$ cat src/hdl/tc_pkg.sv
// Shared types and codes for the triangle classifier pipeline.
// Holds the field widths, the stage payload structs and the class codes.
// Depends on nothing; every other file refers to it by scoped names.
package tc_pkg;

  localparam int COORD_W = 31;
  localparam int DIFF_W  = COORD_W + 1;
  localparam int PROD_W  = 2 * DIFF_W;

  typedef logic signed [COORD_W-1:0] coord_t;
  typedef logic signed [DIFF_W-1:0]  diff_t;
  typedef logic signed [PROD_W-1:0]  prod_t;
  typedef logic        [PROD_W-1:0]  sq_t;

  typedef enum logic [1:0] {
    SIDE_SCALENE,
    SIDE_ISOSCELES,
    SIDE_EQUILATERAL
  } side_class_t;

  typedef enum logic [1:0] {
    ANGLE_ACUTE,
    ANGLE_RIGHT,
    ANGLE_OBTUSE
  } angle_class_t;

  // Three input points as one word.
  typedef struct packed {
    coord_t ax;
    coord_t ay;
    coord_t bx;
    coord_t by_coord;
    coord_t cx;
    coord_t cy;
  } pts_t;

  // Edge vectors AB, BC and CA.
  typedef struct packed {
    diff_t dx_ab;
    diff_t dy_ab;
    diff_t dx_bc;
    diff_t dy_bc;
    diff_t dx_ca;
    diff_t dy_ca;
  } edges_t;

  // Cross product terms and squared edge components.
  typedef struct packed {
    prod_t cr1;
    prod_t cr2;
    sq_t   sqx_ab;
    sq_t   sqy_ab;
    sq_t   sqx_bc;
    sq_t   sqy_bc;
    sq_t   sqx_ca;
    sq_t   sqy_ca;
  } prods_t;

  // Squared side lengths and the collinear flag.
  typedef struct packed {
    logic collinear;
    sq_t  s0;
    sq_t  s1;
    sq_t  s2;
  } sides_t;

  // Side class plus the two shorter and the longest squared side.
  typedef struct packed {
    logic        valid_tri;
    side_class_t side;
    logic        have_max;
    sq_t         a;
    sq_t         b;
    sq_t         c;
  } sel_t;

  // Final result item.
  typedef struct packed {
    logic         valid_triangle;
    side_class_t  side_class;
    angle_class_t angle_class;
  } res_t;

endpackage

$ cat src/hdl/tc_sum.sv
// Stage 3 of the classifier: squared side lengths and the collinear test.
// Each side is the sum of two squares and stays below 2^63.
// Depends on tc_pkg.
module tc_sum (
  input  logic            clk,
  input  logic            rst_n,
  input  logic            up_valid,
  output logic            up_ready,
  input  tc_pkg::prods_t  up_data,
  output logic            dn_valid,
  input  logic            dn_ready,
  output tc_pkg::sides_t  dn_data
);

  logic           vld_r;
  logic           adv;
  tc_pkg::sides_t data_r;
  tc_pkg::sides_t data_nxt;

  always_comb begin
    data_nxt.collinear = (up_data.cr1 == up_data.cr2);
    data_nxt.s0        = up_data.sqx_ab + up_data.sqy_ab;
    data_nxt.s1        = up_data.sqx_bc + up_data.sqy_bc;
    data_nxt.s2        = up_data.sqx_ca + up_data.sqy_ca;
  end

  assign adv      = !vld_r || dn_ready;
  assign up_ready = adv;
  assign dn_valid = vld_r;
  assign dn_data  = data_r;

  always_ff @(posedge clk) begin
    if (!rst_n) begin
      vld_r <= 1'b0;
    end else if (adv) begin
      vld_r <= up_valid;
    end
  end

  always_ff @(posedge clk) begin
    if (adv && up_valid) begin
      data_r <= data_nxt;
    end
  end

endmodule

$ cat config.mk
export PLATFORM = sky130hd
export DESIGN_NAME = tc_sum
export DESIGN_NICKNAME = d
export VERILOG_FILES = /design/src/hdl/tc_pkg.sv /design/src/hdl/tc_sum.sv
export SDC_FILE = /design/constraint.sdc
export NUM_CORES = 1
export LEC_CHECK = 0
export ABC_AREA = 1
export BUFFER_PORTS_ARGS = -buffer_cell sky130_fd_sc_hd__buf_2
export CORE_AREA = 2 2 280 282
export DETAILED_ROUTE_END_ITERATION = 8
export DIE_AREA = 0 0 282 284
export GPL_ROUTABILITY_DRIVEN = 0
export SLEW_MARGIN = 10
export SYNTH_ARGS = -nofsm -noshare
export SYNTH_HDL_FRONTEND = slang
export SYNTH_SLANG_ARGS = --single-unit
$ cat constraint.sdc
create_clock -name clk -period 17.3 [get_ports clk]
set_clock_uncertainty 0.1 [all_clocks]
set_input_delay 2.595 -clock clk [delete_from_list [all_inputs] [get_ports clk]]
set_output_delay 2.595 -clock clk [all_outputs]
set_load 0.005 [all_outputs]
Word-level counts from Yosys, hierarchy flattened
Index checks and enable logic that the tools add are counted.
Widths: inputs -> output; s select.

cells by class
  $add $sub $neg = 3
  equality and inequality tests = 1
  reduce and logical (&&, ||, !) cells = 3

operator list
  operator           count
  $add 64x64->64     3
  $eq 64x64->1       1
  $logic_and 1x1->1  1
  $logic_not 1->1    1
  $logic_or 1x1->1   1

storage, ports and cells
  flip-flop bits (word level) = 194
  input port bits = 516
  output and inout bits = 195
  word-level logic and storage cells = 12

Longest topological paths before layout
  depth after elaboration = 3
  gate-level depth with buffers = 14
  mapped depth without buffers = 14

Worst setup path before layout
Ideal clock, no wire load.

  path kind = in2reg
  from = input up_valid
  to = register data_r, in the netlist dn_data[0] (enable)
  library setup time = 0.809 ns
  arrival time = 11.899 ns
  data required time = 16.391 ns
  setup slack = 4.491 ns
  stages on the path = 2
  cells stage by stage = inv_1 > a21oi_1

on the way
  word-level cells in the longest chain between the ends = 1

RTL lines
  element                 line          source
  start: declaration      tc_sum.sv:7   input logic up_valid,
  $logic_and 1x1->1       tc_sum.sv:41  if (adv && up_valid) begin
  end signal: assignment  tc_sum.sv:42  data_r <= data_nxt;
  end: declaration        tc_sum.sv:17  tc_pkg::sides_t data_r;

Every way passes these cells.
A chain may end at the register's enable or synchronous reset.

Final worst setup path
  from = input dn_ready
  to = output up_ready

on the way
  word-level cells in the longest chain between the ends = 1

RTL lines
  element             line          source
  start: declaration  tc_sum.sv:11  input logic dn_ready,
  $logic_or 1x1->1    tc_sum.sv:27  assign adv = !vld_r || dn_ready;
  end: declaration    tc_sum.sv:8   output logic up_ready,

Every way passes these cells.

==> results.sh <==
export IMPL_status="completed"
export IMPL_clk_latency_ns=0.49
export IMPL_die_w_um=282
export IMPL_dp_slack_ns=11.61
export IMPL_yosys_warnings=0
export IMPL_drc=0
export IMPL_final_cell_area_um2=29830
export IMPL_core_um2=76960
export IMPL_worstHoldStart="dn_valid"
export IMPL_critPathRequiredTime_ns=14.61
export IMPL_vias=27180
export IMPL_grt_max_degree=153
export IMPL_end_kind="output port"
export IMPL_grt_total_usage=0.2375
export IMPL_clk_path_buf_depth=2
export IMPL_dp_hpwl_um=85110
export IMPL_crit_chain="buf_2, inv_1, nand2_1, buf_2"
export IMPL_ys_seq_elements=194
export IMPL_crit_fanout=2
export IMPL_ys_seq_area_frac=0.2390
export IMPL_antenna_found_initial=6
export IMPL_criticalPathCategory="input pin to output port"
export IMPL_hp_class="flip-flop to flip-flop"
export IMPL_viasPerCell=4.544
export IMPL_routed_wl_um=97400
export IMPL_synth_cells=4195
export IMPL_drtIter0Drc=1798
export IMPL_syn_to_final_growth_pct=22.57
export IMPL_synth_area_um2=24330
export IMPL_startpoint_type="input pin"
export IMPL_p_per_area_nw_per_um2=62.44
export IMPL_p_leak_nw=18.15
export IMPL_hold_viol=0
export IMPL_crit_top_cell="buf_2"
export IMPL_ctsResizeCount=0
export IMPL_crit_start="dn_ready"
export IMPL_antenna_left=0
export IMPL_tns_ns=0
export IMPL_period_needed_ns=5.683
export IMPL_cts_buffers=17
export IMPL_synthDistinctLibCells=27
export IMPL_synthesis_nets=4903
export IMPL_cts_sinks=194
export IMPL_setup_ws_ns=11.62
export IMPL_netlist_area_leader_share=0.2834
export IMPL_die_area_um2=80090
export IMPL_fmax_mhz=176.0
export IMPL_nFillCells=8545
export IMPL_multiInputGateArea_um2=14870
export IMPL_tightestPinTransition_ns=0.9835
export IMPL_dpl_cell_area_um2=29230
export IMPL_crit_family="buffers and inverters"
export IMPL_slew_violations=0
export IMPL_max_stage_delay_ns=0.13
export IMPL_critPathSlowestCell="buf_2"
export IMPL_syn_area_per_cell_um2=5.801
export IMPL_arrival_ns=2.99
export IMPL_rsz0062_at_grt="no"
export IMPL_grt_first_pass_wirelength_um=142900
export IMPL_ioPinCount=711
export IMPL_overflow=0
export IMPL_cts_tree="yes"
export IMPL_die_y_um=284
export IMPL_num_nets_final=5634
export IMPL_cap_violations=0
export IMPL_path_clk_slew_ns=0.08
export IMPL_report_final_setup_viol=0
export IMPL_vdd_ir_drop_worst_uv=74.51
export IMPL_routedWlPerCell_um=16.28
export IMPL_cts_hold_buffers_added=0
export IMPL_io_buffers=710
export IMPL_seq_area_um2=5816
export IMPL_cp_num_buf_inv=3
export IMPL_dr_pass1_iters=6
export IMPL_root_buffer="clkbuf_16"
export IMPL_maxSlewHeadroom=0.3444
export IMPL_cts_max_level=4
export IMPL_finalCritPeriodShare=0.3285
export IMPL_start_util=0.3162
export IMPL_layout_drive_gt1_share=0.1776
export IMPL_rows=102
export IMPL_grt_pass1_vias=25440
export IMPL_yosys_area_top_type="nand2_1"
export IMPL_post_cts_buffers=0
export IMPL_netlist_top_cells_area="nand2_1, edfxtp_1, inv_1, ha_1, nor2_1"
export IMPL_rr_startpoint="dn_valid"
[cell type report]
class	instances	share of cell area
multi-input cells	3027	0.4987
diodes	3	0.0002517
flip-flops and latches	194	0.1950
repair buffers	712	0.1201
well taps	1040	0.04363
clock buffers	17	0.01426
clock inverters	15	0.005579
inverters	974	0.1226
[report_power, final]
part / leakage (nW) / internal [mW] / switching, mW / total (mW)
Sequential: 1.89 / 0.602 / 0.0241 / 0.626
Combinational: 16.0 / 0.279 / 0.517 / 0.796
Clock: 0.290 / 0.206 / 0.234 / 0.441
[Yosys cell counts]
library cell,number
or2_2,13
nor2_2,31
nand3_1,160
nand2_1,1837
inv_1,970
xor2_1,119
o211ai_1,1
nor3_4,1
nor3_2,6
nor4_2,6
xnor2_1,24
nor3_1,46
fa_1,3
a21oi_1,124
o21ai_0,9
a21boi_0,1
o21bai_1,9
edfxtp_1,193
ha_1,189
inv_2,4
dfxtp_1,1
nand2_2,42
a211oi_1,1
nor2_4,5
nand3_2,24
nand4_1,42
nor2_1,334
[metal layers]
| metal | vias up | global-route usage | share of wire |
|---|---|---|---|
| met1 | 11970 | 0.2742 | 0.39 |
| met2 | 991 | 0.4244 | 0.49 |
| met3 | 157 | 0.03425 | 0.065 |
| li1 | 14060 | - | - |
| met4 | 2 | 0.1172 | 0.049 |
| met5 | - | 0 | 0.00013 |
[worst paths after layout]
kind / to / slack [ns] / depth (start not counted)
worst max-delay path: up_ready / 11.62 / 4
worst min-delay path: dn_valid / 0.45 / 2
worst max register to register: dn_data[134] / 14.96 / 3
worst min register to register: dn_valid / 0.45 / 2
[tightest hold or removal path, cell delays in order, from the launching register on]
cell and delay [ns]:
dfxtp_1 0.34, nand2_1 0.09, a21boi_0 0.07
[state kept, by name (all words and copies together), names as in the netlist]
register  flops
dn_valid      1
dn_data     193
[placed cells by master (no fill, tap or decap), drive strengths merged]
cell type	count
xor2	119
dfxtp	1
clkinv	5
fa	3
ha	189
nor2	370
nor4	6
diode	3
xnor2	24
or2	13
inv	982
o21ai	9
clkbuf	17
o21bai	9
nand2	1879
edfxtp	193
nand3	184
nand4	42
buf	712
a21oi	124
o211ai	1
a211oi	1
nor3	53
a21boi	1
bufinv	1
clkinvlp	1
[stage by stage]
step	hold slack (ns)	cells	total power, mW	util
global route	0.5013	5982	1.984	0.3876
detailed placement	0.4480	5947	1.426	0.3798
global placement	0.4655	5947	1.423	0.3798
floorplan	0.4229	4195	1.102	-
CTS	0.4574	5979	1.874	0.3875
finish	0.4492	5982	1.862	0.3876
[cells by family after synthesis]
group,Yosys count,synth area share
simple gates,2547,0.4286
xor+xnor,143,0.05147
flops,194,0.2390
compound gates,145,0.03106
buf+inv,974,0.1502
fa+ha+maj,192,0.09965
No activity file was read; power rests on OpenSTA's default activity.
