===== config.mk =====
export PLATFORM = sky130hd
export DESIGN_NAME = tc_diff
export DESIGN_NICKNAME = d
export VERILOG_FILES = /design/src/hdl/tc_pkg.sv /design/src/hdl/tc_diff.sv
export SDC_FILE = /design/constraint.sdc
export NUM_CORES = 1
export LEC_CHECK = 0
export BUFFER_PORTS_ARGS = -buffer_cell sky130_fd_sc_hd__buf_2
export CAP_MARGIN = 20
export CORE_ASPECT_RATIO = 1.75
export CORE_MARGIN = 2
export CORE_UTILIZATION = 55
export CTS_BUF_LIST = sky130_fd_sc_hd__clkbuf_4
export CTS_CLUSTER_SIZE = 40
export DETAILED_ROUTE_END_ITERATION = 7
export HOLD_SLACK_MARGIN = 0.15
export PLACE_DENSITY = 0.82
export SYNTH_ARGS = -nofsm -noshare
export SYNTH_HDL_FRONTEND = slang
export SYNTH_SLANG_ARGS = --single-unit

===== constraint.sdc =====
create_clock -name clk -period 12.06 [get_ports clk]
set_input_delay 0.603 -clock clk [delete_from_list [all_inputs] [get_ports clk]]
set_output_delay 0.603 -clock clk [all_outputs]
set_load 0.03 [all_outputs]

===== src/hdl/tc_pkg.sv =====
// Shared types and codes for the triangle classifier pipeline.
// Holds the field widths, the stage payload structs and the class codes.
// Depends on nothing; every other file refers to it by scoped names.
package tc_pkg;

  localparam int COORD_W = 31;
  localparam int DIFF_W  = COORD_W + 1;
  localparam int PROD_W  = 2 * DIFF_W;

  typedef logic signed [COORD_W-1:0] coord_t;
  typedef logic signed [DIFF_W-1:0]  diff_t;
  typedef logic signed [PROD_W-1:0]  prod_t;
  typedef logic        [PROD_W-1:0]  sq_t;

  typedef enum logic [1:0] {
    SIDE_SCALENE,
    SIDE_ISOSCELES,
    SIDE_EQUILATERAL
  } side_class_t;

  typedef enum logic [1:0] {
    ANGLE_ACUTE,
    ANGLE_RIGHT,
    ANGLE_OBTUSE
  } angle_class_t;

  // Three input points as one word.
  typedef struct packed {
    coord_t ax;
    coord_t ay;
    coord_t bx;
    coord_t by_coord;
    coord_t cx;
    coord_t cy;
  } pts_t;

  // Edge vectors AB, BC and CA.
  typedef struct packed {
    diff_t dx_ab;
    diff_t dy_ab;
    diff_t dx_bc;
    diff_t dy_bc;
    diff_t dx_ca;
    diff_t dy_ca;
  } edges_t;

  // Cross product terms and squared edge components.
  typedef struct packed {
    prod_t cr1;
    prod_t cr2;
    sq_t   sqx_ab;
    sq_t   sqy_ab;
    sq_t   sqx_bc;
    sq_t   sqy_bc;
    sq_t   sqx_ca;
    sq_t   sqy_ca;
  } prods_t;

  // Squared side lengths and the collinear flag.
  typedef struct packed {
    logic collinear;
    sq_t  s0;
    sq_t  s1;
    sq_t  s2;
  } sides_t;

  // Side class plus the two shorter and the longest squared side.
  typedef struct packed {
    logic        valid_tri;
    side_class_t side;
    logic        have_max;
    sq_t         a;
    sq_t         b;
    sq_t         c;
  } sel_t;

  // Final result item.
  typedef struct packed {
    logic         valid_triangle;
    side_class_t  side_class;
    angle_class_t angle_class;
  } res_t;

endpackage


===== src/hdl/tc_diff.sv =====
// Stage 1 of the classifier: edge vectors of the triangle.
// Registers AB, BC and CA as 32-bit signed differences.
// Depends on tc_pkg.
module tc_diff (
  input  logic            clk,
  input  logic            rst_n,
  input  logic            up_valid,
  output logic            up_ready,
  input  tc_pkg::pts_t    up_data,
  output logic            dn_valid,
  input  logic            dn_ready,
  output tc_pkg::edges_t  dn_data
);

  logic           vld_r;
  logic           adv;
  tc_pkg::edges_t data_r;
  tc_pkg::edges_t data_nxt;

  always_comb begin
    data_nxt.dx_ab = tc_pkg::DIFF_W'(up_data.bx) - tc_pkg::DIFF_W'(up_data.ax);
    data_nxt.dy_ab = tc_pkg::DIFF_W'(up_data.by_coord) - tc_pkg::DIFF_W'(up_data.ay);
    data_nxt.dx_bc = tc_pkg::DIFF_W'(up_data.cx) - tc_pkg::DIFF_W'(up_data.bx);
    data_nxt.dy_bc = tc_pkg::DIFF_W'(up_data.cy) - tc_pkg::DIFF_W'(up_data.by_coord);
    data_nxt.dx_ca = tc_pkg::DIFF_W'(up_data.ax) - tc_pkg::DIFF_W'(up_data.cx);
    data_nxt.dy_ca = tc_pkg::DIFF_W'(up_data.ay) - tc_pkg::DIFF_W'(up_data.cy);
  end

  // The stage takes a new item when it is empty or its item moves on.
  assign adv      = !vld_r || dn_ready;
  assign up_ready = adv;
  assign dn_valid = vld_r;
  assign dn_data  = data_r;

  always_ff @(posedge clk) begin
    if (!rst_n) begin
      vld_r <= 1'b0;
    end else if (adv) begin
      vld_r <= up_valid;
    end
  end

  always_ff @(posedge clk) begin
    if (adv && up_valid) begin
      data_r <= data_nxt;
    end
  end

endmodule


; Word level (Yosys, flattened, before mapping)
; Cells that the tools add are included.
; Widths: inputs -> output; s select.
[word_totals]
register_bits = 193
latch_bits = 0
mem_bits_rw = 0
rom_bits = 0
out_inout_bits = 194
elab_cells = 16
n_memories = 0
[op_classes]
n_addsub = 6
n_mul = 0
div_mod_pow = 0
magnitude_cmp = 0
eq_ne = 0
shift = 0
mux = 0
n_bitwise = 0
n_reduce_logical = 3
[ops]
columns = op, count
row1 = $sub 31x31->32, 6
row2 = $logic_and 1x1->1, 1
row3 = $logic_not 1->1, 1
row4 = $logic_or 1x1->1, 1

; Depth between registers and ports, before layout
[depth]
word_depth = 3
depth_mapped = 13
mapped_depth_nobuf = 13

; Worst setup path before layout
; No wires, ideal clock.
[synth_path]
kind = input -> register
startpoint = input dn_ready
endpoint = register data_r (netlist bit dn_data[0]), enable pin
setup_time_ns = 0.575
arrival_time_ns = 5.352
required_ns = 11.485
slack_ns = 6.133
cell_stages = 2
cell_sequence = nand2b_1 > and2_1
[synth_via]
elab_chain_cells = 2
[synth_lines]
columns = element, line
row1 = "start, declared", tc_diff.sv:11  ; input logic dn_ready,
row2 = $logic_or 1x1->1, tc_diff.sv:30  ; assign adv = !vld_r || dn_ready;
row3 = $logic_and 1x1->1, tc_diff.sv:44  ; if (adv && up_valid) begin
row4 = "end signal, assigned", tc_diff.sv:45  ; data_r <= data_nxt;
row5 = "end, declared", tc_diff.sv:17  ; tc_pkg::edges_t data_r;
; No other way between the ends.
; A chain may end at the register's enable or synchronous reset.

; Worst setup path in the final report
[layout_path]
startpoint = input up_valid
endpoint = register data_r (netlist bit dn_data[48]), enable pin
[layout_via]
elab_chain_cells = 1
[layout_lines]
columns = element, line
row1 = "start, declared", tc_diff.sv:7  ; input logic up_valid,
row2 = $logic_and 1x1->1, tc_diff.sv:44
; No other way between the ends.

==> flow_summary.json <==
{
  "ys_top_cells_by_count": "inv_1 (233), edfxtp_1 (192), ha_1 (186), a21oi_1 (140), xnor2_1 (111)",
  "cts.sinks": 193,
  "dr.first_iter.drc_count": 630,
  "max_freq_mhz": 299,
  "syn_area_um2": 15300,
  "gp_congestion": 0.993,
  "final_core_util_pct": 65.7,
  "crit_required_ns": 12.34,
  "avgSynthCellArea_um2": 9.60,
  "fin_hold_ws_ns": 0.334,
  "die_area_um2": 29300,
  "portBuffers": 383,
  "vias": 13700,
  "slew_headroom_pct": 32.3,
  "yosys.area.top_type_share_pct": 37.6,
  "die_y_um": 225,
  "ys_seq_area_share_pct": 37.8,
  "rsz0062_at_grt": "false",
  "synth-compound-area-share_pct": 20.2,
  "antenna_found_initial": 12,
  "postCtsSetupBuffers": 0,
  "power_frac_seq_pct": 42.6,
  "drcViolationCount": 0,
  "coreArea_um2": 27300,
  "tightest_slew_ns": 1.02,
  "fin_crit_sh_pct": 27.8,
  "synth_seq_cells": 193,
  "syn_inst": 1596,
  "comb_power_share_pct": 41.2,
  "synth-xor-area-share_pct": 9.26,
  "area_growth_pct": 17.2,
  "cp_max_fo": 79,
  "row_count": 80,
  "finalSetupTns_ns": 0,
  "io_pins": 384,
  "vias_per_cell": 5.75,
  "hold_class": "input port to register",
  "place_inst": 2334,
  "maxCapViolCount": 0,
  "routed_wl_um": 41600,
  "grt_start_max_net_pins": 80,
  "p_int_uw": 1290,
  "synthSimpleGateAreaFrac_pct": 10.6,
  "setup_viol": 0,
  "critPathArrivalTime_ns": 3.62,
  "syn_nets": 1978,
  "synth_top_family_by_area": "compound AO/OA/AOI/OAI gates",
  "cp-start-kind": "input port",
  "wl_per_cell_um": 17.5,
  "slew_viol_final": 0,
  "power.switching_uw": 802,
  "ant_nets": 0,
  "ctsResizeCount": 0,
  "drive_above_1_share_pct": 22.3,
  "grt_pass1_vias": 13600,
  "die_x_um": 130,
  "htree_levels": 4,
  "synthAdderAreaFrac_pct": 16.0,
  "power_frac_clock_pct": 16.2,
  "cts_tree": "yes",
  "power.total_uw": 2090,
  "initial_core_util_pct": 56.1,
  "clock-root-buffer": "clkbuf_4",
  "outcome": "finished clean",
  "clk_latency_ns": 0.65,
  "p_sw_share_pct": 38.4,
  "synthArstFlopShare_pct": 0,
  "synthFlopType": "edfxtp_1",
  "fill_cells": 2309,
  "ys_top_cells_by_area": "edfxtp_1 (38%), ha_1 (15%), xnor2_1 (6.3%)",
  "p_leak_uw": 0.00877,
  "yosysMostFrequentCell": "inv_1",
  "grt_usage_pct": 27.7,
  "clockBufferDepth": 2,
  "layoutNonFillerInstCount": 2378,
  "yosysTopAreaCell": "edfxtp_1",
  "finClkSkew_ns": 0.0153,
  "grt_overflow": 0,
  "yosys_warnings": 0,
  "crit_type": "input port to register",
  "synth_edf_count": 192,
  "cts.reportedPaths.clkPinSlew_ns": 0.15,
  "numCtsBuffers": 17,
  "powerDensity_nw_per_um2": 116,
  "critical_path.endpoint_type": "register",
  "finalCriticalPeriod_ns": 3.35,
  "hold_viol_final": 0,
  "synth_cell_types": 76,
  "drtPass1Iterations": 8,
  "ir_worst_vdd_mv": 0.0681,
  "fin_nets": 2368,
  "dpl.hpwl_um": 34000,
  "grt_first_pass_wirelength_um": 63300,
  "yosys-mux-area-fraction_pct": 0.0653
}
==> cell type report <==
class / instances / area [um^2] / area share (%)
clock buffers: 22 / 165 / 0.920
multi-input cells: 1154 / 8600 / 47.9
repair buffers: 387 / 1950 / 10.9
well taps: 369 / 462 / 2.57
flip-flops and latches: 193 / 5790 / 32.2
diodes: 11 / 27.5 / 0.153
inverters: 233 / 875 / 4.87
clock inverters: 9 / 85.1 / 0.474
==> through the flow <==
stage | worst slack, ns | instance area, um^2
after global placement | 8.50 | 17700
after detailed placement | 8.33 | 17700
final | 8.71 | 18000
after floorplan | 6.13 | 15300
after CTS | 8.75 | 17900
after global routing | 8.55 | 17900
==> final timing paths <==
kind	cells after the start	slack [ns]	end	start
setup / recovery	5	8.71	dn_data[48]	up_valid
hold / removal	3	0.33	dn_data[160]	up_data[155]
setup reg to reg	4	8.84	dn_data[48]	dn_valid
hold reg to reg	2	1.04	dn_data[3]	dn_valid
==> power by group through the flow <==
stage / sequential, uW / clock (uW) / combinational (uW)
floorplan: 1080 / 0 / 439
global placement: 905 / 0 / 835
detailed placement: 905 / 0 / 853
CTS: 891 / 350 / 858
global route: 898 / 367 / 934
finish: 891 / 339 / 861
==> sequential cells by signal, indices dropped and copies added, names as in the netlist <==
register,flops
dn_data,192
dn_valid,1
==> worst max-delay path: stages <==
cell and delay, ns:
dlygate4sd3_1 0.52, buf_2 0.11, and2_4 0.55, buf_4 0.85
buf_4 0.92
==> cells by family (layout without fill, tap and decap cells) <==
logic type      after synthesis  after routing
compound gates              459            459
xor+xnor                    162            162
fa+ha+maj                   192            192
buf+inv                     249            651
flops                       193            193
mux                           1              1
other cells                   0             11
simple gates                340            340
==> cells in the final DEF, fill, tap and decap left out, types with 22 or more instances in the layout <==
master	netlist	final
a21o_1	80	80
o21a_1	32	32
edfxtp_1	192	192
nor2_1	108	108
inv_1	233	233
clkbuf_4	0	22
nor2b_1	26	26
nand2b_1	29	29
a21oi_1	140	140
xnor2_1	111	111
o21ai_0	60	60
buf_2	2	383
ha_1	186	186
nand2_1	74	74
xor2_1	51	51
nand3_1	30	30
==> layer usage <==
| layer | vias up | wire length [um] | global-route usage, % |
|---|---|---|---|
| li1 | 6488 | - | - |
| met1 | 6342 | 14400 | 27.4 |
| met2 | 627 | 21000 | 48.9 |
| met3 | 210 | 3050 | 6.85 |
| met4 | 4 | 3110 | 20.8 |
| met5 | - | 22 | 0 |
==> what timing repair did <==
item,4_1_cts,5_1_grt
endpoints found under the setup margin,0,0
endpoints found under the hold margin,1,0
hold buffers,2,0
Power figures use the tool's default switching activity.
